--- config.mk ---
export PLATFORM = sky130hd
export DESIGN_NAME = tvp_root
export DESIGN_NICKNAME = d
export VERILOG_FILES = /design/src/rtl/tvp_pkg.sv /design/src/rtl/tvp_root.sv
export SDC_FILE = /design/constraint.sdc
export NUM_CORES = 2
export LEC_CHECK = 0
export ABC_CLOCK_PERIOD_IN_PS = 11300
export BUFFER_PORTS_ARGS = -buffer_cell sky130_fd_sc_hd__buf_2
export CORE_ASPECT_RATIO = 0.7
export CORE_MARGIN = 2
export CORE_UTILIZATION = 30
export DETAILED_ROUTE_END_ITERATION = 8
export MAX_ROUTING_LAYER = met4
export PLACE_DENSITY_LB_ADDON = 0.25
export SYNTH_ARGS = -nofsm -noshare
export SYNTH_HDL_FRONTEND = slang
export SYNTH_MEMORY_MAX_BITS = 65536
export SYNTH_SLANG_ARGS = --single-unit
export TNS_END_PERCENT = 1
--- constraint.sdc ---
create_clock -name clk -period 11.3 [get_ports clk]
set_input_delay 1.695 -clock clk [delete_from_list [all_inputs] [get_ports clk]]
set_output_delay 1.695 -clock clk [all_outputs]
set_load 0.03 [all_outputs]
--- src/rtl/tvp_pkg.sv ---
// shared widths, payload types and lane types for the transverse projection pipeline
package tvp_pkg;

    localparam int CW   = 32;           // input and output component width
    localparam int LW   = 32;           // limb width of the partial-product multipliers
    localparam int NL   = 3;            // vector lanes
    localparam int SQW  = 2 * CW;       // squares, |k|^2 and |b|^2
    localparam int DTW  = SQW + 2;      // signed dot product k.b
    localparam int VMW  = 3 * CW;       // magnitude of v = b*K - k*d
    localparam int VW   = VMW + 2;      // signed v
    localparam int VL   = VMW / LW;     // limbs of |v|
    localparam int V2W  = 2 * VMW;      // v_i^2
    localparam int V2L  = V2W / LW;     // limbs of v_i^2
    localparam int BL   = SQW / LW;     // limbs of |b|^2
    localparam int VSW  = V2W + 2;      // sum of the three v_i^2
    localparam int TPW  = V2W + SQW;    // v_i^2 * |b|^2
    localparam int TW   = TPW + 2;      // dividend, 4 * v_i^2 * |b|^2
    localparam int QW   = SQW + 2;      // quotient, never above 4 * |b|^2
    localparam int SW   = QW / 2;       // square root of the quotient
    localparam int RMW  = SW + 2;       // root remainder

    localparam int SQ_STEPS  = VL * VL;
    localparam int T_STEPS   = V2L * BL;
    localparam int FRONT_LAT = 7;
    localparam int LAT = FRONT_LAT + SQ_STEPS + T_STEPS + QW + SW + 1;

    localparam logic [SW-1:0] POS_MAX = (SW'(1) << (CW - 1)) - SW'(1);
    localparam logic [SW-1:0] NEG_MAX = SW'(1) << (CW - 1);

    typedef struct packed {
        logic signed [CW-1:0] wave_x;
        logic signed [CW-1:0] wave_y;
        logic signed [CW-1:0] wave_z;
        logic signed [CW-1:0] field_x;
        logic signed [CW-1:0] field_y;
        logic signed [CW-1:0] field_z;
    } tvp_item_t;

    typedef struct packed {
        logic signed [CW-1:0] proj_x;
        logic signed [CW-1:0] proj_y;
        logic signed [CW-1:0] proj_z;
        logic                 degenerate;
        logic                 clipped;
    } tvp_result_t;

    // sideband that rides along one lane
    typedef struct packed {
        logic degen;
        logic neg;
    } tvp_tag_t;

    typedef struct packed {
        logic [CW-1:0] proj;
        logic          clip;
        logic          degen;
    } tvp_lane_t;

endpackage

--- src/rtl/tvp_root.sv ---
// digit-by-digit square root for one lane, then round, sign and saturate
module tvp_root (
    input  logic                        clk,
    input  logic                        rst_n,
    input  logic                        in_valid,
    input  tvp_pkg::tvp_tag_t           tag_in,
    input  logic [tvp_pkg::QW-1:0]      rad,
    output logic                        out_valid,
    output tvp_pkg::tvp_lane_t          lane
);

    typedef struct packed {
        tvp_pkg::tvp_tag_t          tag;
        logic [tvp_pkg::QW-1:0]     rad;
        logic [tvp_pkg::RMW-1:0]    rem;
        logic [tvp_pkg::SW-1:0]     root;
    } rt_t;

    rt_t                        st_reg [tvp_pkg::SW];
    logic [tvp_pkg::SW-1:0]     vld_reg;
    rt_t                        head;
    tvp_pkg::tvp_lane_t         lane_reg, lane_next;
    logic                       out_vld_reg;

    always_comb
    begin
        head.tag  = tag_in;
        head.rad  = rad;
        head.rem  = '0;
        head.root = '0;
    end

    for (genvar s = 0; s < tvp_pkg::SW; s++)
    begin : g_st
        rt_t src, nxt;
        logic src_vld;

        if (s == 0)
        begin : g_head
            assign src = head;
            assign src_vld = in_valid;
        end
        else
        begin : g_tail
            assign src = st_reg[s-1];
            assign src_vld = vld_reg[s-1];
        end

        always_comb
        begin
            logic [tvp_pkg::RMW+1:0] r4, trial, diff;
            logic                    ge;
            r4    = {src.rem, src.rad[tvp_pkg::QW-1 -: 2]};
            trial = {2'b00, src.root, 2'b01};
            diff  = r4 - trial;
            ge    = (r4 >= trial);
            nxt   = src;
            nxt.rem  = ge ? diff[tvp_pkg::RMW-1:0] : r4[tvp_pkg::RMW-1:0];
            nxt.root = {src.root[tvp_pkg::SW-2:0], ge};
            nxt.rad  = {src.rad[tvp_pkg::QW-3:0], 2'b00};
        end

        always_ff @(posedge clk or negedge rst_n)
        begin
            if (!rst_n)
            begin
                vld_reg[s] <= 1'b0;
            end
            else
            begin
                vld_reg[s] <= src_vld;
            end
        end

        always_ff @(posedge clk)
        begin
            st_reg[s] <= nxt;
        end
    end

    // largest n with (2n-1)^2 <= q is (isqrt(q)+1)/2
    always_comb
    begin
        logic [tvp_pkg::SW:0]   s1;
        logic [tvp_pkg::SW-1:0] n, cap;
        logic                   over;
        logic [tvp_pkg::CW-1:0] m;
        s1   = {1'b0, st_reg[tvp_pkg::SW-1].root} + (tvp_pkg::SW+1)'(1);
        n    = s1[tvp_pkg::SW:1];
        cap  = st_reg[tvp_pkg::SW-1].tag.neg ? tvp_pkg::NEG_MAX : tvp_pkg::POS_MAX;
        over = (n > cap);
        m    = over ? cap[tvp_pkg::CW-1:0] : n[tvp_pkg::CW-1:0];
        lane_next.degen = st_reg[tvp_pkg::SW-1].tag.degen;
        if (st_reg[tvp_pkg::SW-1].tag.degen)
        begin
            lane_next.proj = '0;
            lane_next.clip = 1'b0;
        end
        else
        begin
            lane_next.proj = st_reg[tvp_pkg::SW-1].tag.neg ? (~m + tvp_pkg::CW'(1)) : m;
            lane_next.clip = over;
        end
    end

    always_ff @(posedge clk or negedge rst_n)
    begin
        if (!rst_n)
        begin
            out_vld_reg <= 1'b0;
        end
        else
        begin
            out_vld_reg <= vld_reg[tvp_pkg::SW-1];
        end
    end

    always_ff @(posedge clk)
    begin
        lane_reg <= lane_next;
    end

    assign out_valid = out_vld_reg;
    assign lane      = lane_reg;

endmodule

### Word-level counts from Yosys, hierarchy flattened

Memory sizes are Yosys's and may differ from the RTL's.
Cells that the tools add are included.

| word-level totals | value |
|---|---|
| register bits | 68 |
| memories kept | 1 |
| output and inout port bits | 35 |
| memory bits (writable) | 4422 |

| operators by class | value |
|---|---|
| bitwise logic cells | 1 |
| add/sub/neg operators | 35 |
| multiplexer cells | 36 |
| order comparisons | 34 |

Memories:

| name | depth | bits a word | rd ports | clocked after memory_dff | wr ports | line | RTL |
|---|---|---|---|---|---|---|---|
| st_reg | 33 | 134 | 33 | 0 | 33 | tvp_root.sv:19 | `rt_t st_reg [tvp_pkg::SW];` |

Operators by type and width:

| kind | number |
|---|---|
| >= comparator 37 x 35 -> 1 bit | 32 |
| 2-to-1 mux 35 bit | 33 |
| subtractor 35 bit | 32 |
| 2-to-1 mux 32 bit | 3 |
| adder 33 x 1 -> 34 bit (second input constant) | 1 |
| > comparator 33 bit | 1 |
| adder 32 x 1 -> 32 bit (second input constant) | 1 |
| inverter 32 bit | 1 |
| subtractor 2 x 1 -> 3 bit (second input constant) | 1 |
| >= comparator 2 x 1 -> 1 bit (second input constant) | 1 |

### Depth between registers and ports, before layout

An unclocked memory read counts as a cell.

| depth | value |
|---|---|
| depth in word-level cells | 7 |
| gate-level depth with buffers | 26 |

### Least setup slack after synthesis

OpenSTA, ideal clock, no wires.

| timing | value |
|---|---|
| path kind | reg-to-reg |
| start point | mem st_reg[0][4290] (netlist name) |
| end point | reg lane_reg (netlist bit lane[26]) |
| arrival time | 5.707 ns |
| required time | 11.209 ns |
| period minus slack after synthesis | 5.798 ns |
| path slack | 5.502 ns |
| setup time | 0.091 ns |
| cell stages (with the launch flop) | 24 |
| path through | dfxtp_1 clkbuf_1 nand3_1 nor4_1 and2_0 nand4_1 xnor2_1 ha_1 a21oi_1 o21ai_0 nand2b_1 nor3b_1 o31ai_1 nand2_1 clkbuf_1 clkbuf_1 o21ai_0 ha_1 and3_1 nand4b_1 or4_1 and3_1 nand2b_1 a311oi_1 |

RTL lines:

| element | line | RTL |
|---|---|---|
| start, declared | tvp_root.sv:19 |  |
| end signal, assigned | tvp_root.sv:120 | `lane_reg <= lane_next;` |
| end, declared | tvp_root.sv:22 | `tvp_pkg::tvp_lane_t lane_reg, lane_next;` |

==> run summary <==
The logs give 103000 sq um for the cell area after technology mapping and 2818 for the clock sink count. The slew at the pin closest to its max-slew limit came out at 1280 ps. The initial antenna violation count was 14; the fraction of the yosys area taken by sequential cells was 55.0%. The cell at the root of the clock tree is sky130_fd_sc_hd__clkbuf_16. Number of max-cap violations: 0. TritonCTS built the clock tree. The run gives 0.00825 W as the net switching component of the power. Most common cell after layout, fill and taps aside: sky130_fd_sc_hd__dfxtp_1. The tools report the category of the worst setup path launch point as a flop. The number of global-route vias before repair is 68.8k, and the number of I/O port buffers is 105. Along the worst path, the maximum fanout reaches 15. The routed design has 254 mm of wire. The tools report the final standard cell count with taps included and fillers excluded as 15.1k.

The synthesized design contains 2818 register bits. The cts-stage hold buffer count came out at 0. The kind of path behind the tightest hold check was reg -> reg.

After synthesis, the share of flip-flops with an asynchronous set or reset is 1.21%. On the critical path, the stage with the largest delay is an instance of sky130_fd_sc_hd__nor4_1. For the worst setup path, the data arrival time is 9430 ps.

STA puts the critical path data required time at 11940 ps. Once placement completed, the tool counted placed cells totaling 14.6k. In the post-route analysis, the smallest setup slack over all paths is 2510 ps.

The run gives 297 ps as the worst hold slack across all endpoints. The count of TritonRoute iterations in the first routing pass was 5; the share of the synthesized area in the top cell type was 54.2%. In this run, the clock network consumes 35.7% of the power.

Among all flip-flop cells after synthesis, the most frequent one is sky130_fd_sc_hd__dfxtp_1. For the placement-stage worst setup slack, the log shows 2620 ps. Global routing used 2.68% of the available met3 tracks.

For this design the top-level I/O count stands at 106. The final period utilization is 77.8%. For the total number of nets in the final design, the log shows 11.1k.

Setup violations remaining at the end of the flow were counted as 0. Setup repair after global routing left no endpoint under its margin. For the count of yosys warnings during synthesis, the log shows 0. The final cell area excluding filler cells is 119000 sq um.

The highest cell delay on the worst timing path is 990 ps. The DRC marker count from the first detailed-route iteration came out at 5217. The cell internal power dissipation was 0.0194 W.

VDD sags by at most 0.000126 V. In the routed design, unresolved DRC markers number 0. The switching share of power was 29.8%. Category of the worst setup path capture point: a flop. The first global-routing pass estimated 398 mm of wire. The tools report the placeable core area as 340000 sq um.

The register with the most flip-flops in the layout has 2750 of them. The average wire per standard cell came out at 16.8 um. Across every metal layer, demand over resource in global routing totals 14.8%. The number of fill cells came out at 34.0k.

For this run the aggregate overflow at the end of global routing stands at 0. In the global route stage, met1 resource usage came out at 23.1%. The logs give 2510 ps for the minimum setup slack among reg-to-reg paths and 10.1k for the synthesized instance count. The vertical die dimension is 494 um, and the worst clock skew is 60.9 ps.

The run gives 56600 sq um as the sequential cell area. The logs give 0 for the final number of max-transition violations and 30.2% for the initial core utilization. The mean area per synthesized cell works out to 10.2 sq um. Once the clock tree was built, the resizer swapped 0 gates to a different size. The clock passes through at most 4 buffers. For this design the ratio of total power to cell area is 233 nW/um^2. The routability congestion estimate is 0.912.

The HPWL after detailed placement was 194 mm. The worst setup path is of the reg -> reg kind. The run gives 179 as the site row count. The run gives 61 as the largest net degree at the start of global routing. The logs give 14.1% for the worst slew margin relative to its limit and 54.6 nW for the leakage power total. In the final timing run, aggregate negative setup slack is 0 ps. The routed layout has 70.7k vias. The clock input transition at the sequential cells of the worst setup and hold paths came out at 60 ps. In the layout the commonest cells are 2783 x sky130_fd_sc_hd__dfxtp_1, 786 x sky130_fd_sc_hd__inv_1, 676 x sky130_fd_sc_hd__nand2_1. Yosys mapped a number of flops with a built-in enable equal to 0. The run finished with clean final reports.

The die is 704 um wide. Synthesis-to-finish area growth: 15.4%. Maximum achievable frequency: 0.114 GHz. The final count of hold timing violations was 0; the post-CTS setup-driven buffer insertion count was 0. After global routing, the most crowded layer is met1. The number of nets in the synthesized netlist is 10.8k.

Summing all multi-input logic gate instances after layout gives 42700 sq um. Time the worst path needs with I/O delays and setup: 8790 ps. Yosys mapped the design onto 97 distinct sky130hd cell types. Met2 global-route usage: 19.1%. Summing all placed instances gives a cell area of 109000 sq um.

The signal on the critical path passes through nand3_1, nor4_1, buf_4, and2_0, nand4_1, xnor2_1, ha_1, nand4_1, nor4_1, nand4_1, o31ai_1, nand2_1, nand2_1, o21ai_0, ha_1, and3_1, nand4b_1, nor4_1, o21ai_0, o211ai_1, o21ai_0, a221oi_1. Sequential cells account for 46.2% of the total power. The depth of the CTS H-tree is 5. The clock reaches the later pin of the worst-skew pair after 900 ps. The number of vias per cell after detailed routing came out at 4.68. The fraction of power consumed by combinational cells came out at 18.0%. The run gives 289 as the CTS buffer count.

The die covers 348000 sq um. Summed over all instances, the cell type with the most area after synthesis is sky130_fd_sc_hd__dfxtp_1. The fraction of final layout cells sized beyond drive strength 1 was 7.46%. The count of nets left with antenna violations once routing finished came out at 0. By area the synthesized netlist is led by sky130_fd_sc_hd__dfxtp_1 54%, sky130_fd_sc_hd__ha_1 7.7%, sky130_fd_sc_hd__xor2_1 4.1%.
-- cell usage after synthesis (all sizes together) (23+ instances only) --
cell type / number
dfxtp: 2784
inv: 786
nand2: 676
nor2: 663
ha: 630
a21oi: 589
o21ai: 526
xor2: 482
xnor2: 437
nor3: 272
a21o: 231
nand3: 177
nor4: 162
clkbuf: 149
nand2b: 130
nand4: 113
or3: 109
o21a: 104
mux2: 78
o31ai: 78
or4: 72
nor2b: 71
and3: 61
a211oi: 57
or2: 56
o21bai: 50
a31oi: 47
and2: 39
dfrtp: 34
o211ai: 31
a21boi: 27
mux2i: 25
nand3b: 23
-- critical path, delay by kind of cell, from the launching register on --
family / cells / cell delay (ps)
AO/OA/AOI/OAI: 6 / 1750
adder cells (fa/ha/maj): 2 / 670
AND/OR/NAND/NOR: 12 / 4620
flip-flops: 1 / 450
XOR/XNOR: 1 / 820
buffers and inverters: 1 / 230
-- metrics by stage --
| step | util, % | total power (W) |
|---|---|---|
| floorplan | - | 0.0161 |
| global placement | 31.9 | 0.0179 |
| detailed placement | 31.9 | 0.0179 |
| CTS | 34.9 | 0.0280 |
| global route | 34.9 | 0.0292 |
| finish | 34.9 | 0.0277 |
-- per-layer routing --
| layer | wire length [um] | up-vias |
|---|---|---|
| li1 | - | 35200 |
| met2 | 94300 | 1784 |
| met5 | 0 | - |
| met4 | 5050 | 0 |
| met3 | 16100 | 359 |
| met1 | 138000 | 33400 |
-- kinds of logic after synthesis --
| kind of cell | Yosys count | synth area share (%) |
|---|---|---|
| simple gates | 2712 | 13.1 |
| buf+inv | 958 | 3.53 |
| other cells | 1 | 0.00365 |
| xor+xnor | 919 | 7.83 |
| compound gates | 1955 | 11.8 |
| flops | 2818 | 55.0 |
| mux | 103 | 1.10 |
| fa+ha+maj | 630 | 7.66 |
-- final timing paths --
path                            startpoint          endpoint  cells past startpoint
setup / recovery           st_reg[0][4290]          lane[28]                     22
hold / removal             st_reg[0][1720]   st_reg[0][1856]                      0
setup reg to reg           st_reg[0][4290]          lane[28]                     22
hold reg to reg            st_reg[0][1720]   st_reg[0][1856]                      0
min in group asynchronous            rst_n  g_st[10].src_vld                      1
max in group asynchronous            rst_n  g_st[22].src_vld                      1
-- power by group through the flow --
stage	clock (W)	sequential [W]	combinational [W]
6_report	0.00988	0.0128	0.00499
5_1_grt	0.0106	0.0130	0.00557
4_1_cts	0.0103	0.0128	0.00498
3_5_place_dp	0	0.0130	0.00494
3_3_place_gp	0	0.0130	0.00495
2_1_floorplan	0	0.0126	0.00356
-- final cells by class --
cell class / count / share of cell area [%]
Sequential cell: 2818 / 47.7
Timing Repair Buffer: 145 / 0.696
Inverter: 787 / 2.49
Tap cell: 4525 / 4.77
Clock buffer: 388 / 6.87
Clock inverter: 124 / 1.47
Antenna cell: 8 / 0.0169
Multi-Input combinational cell: 6320 / 36.0
No activity file was read; power rests on OpenSTA's default activity.
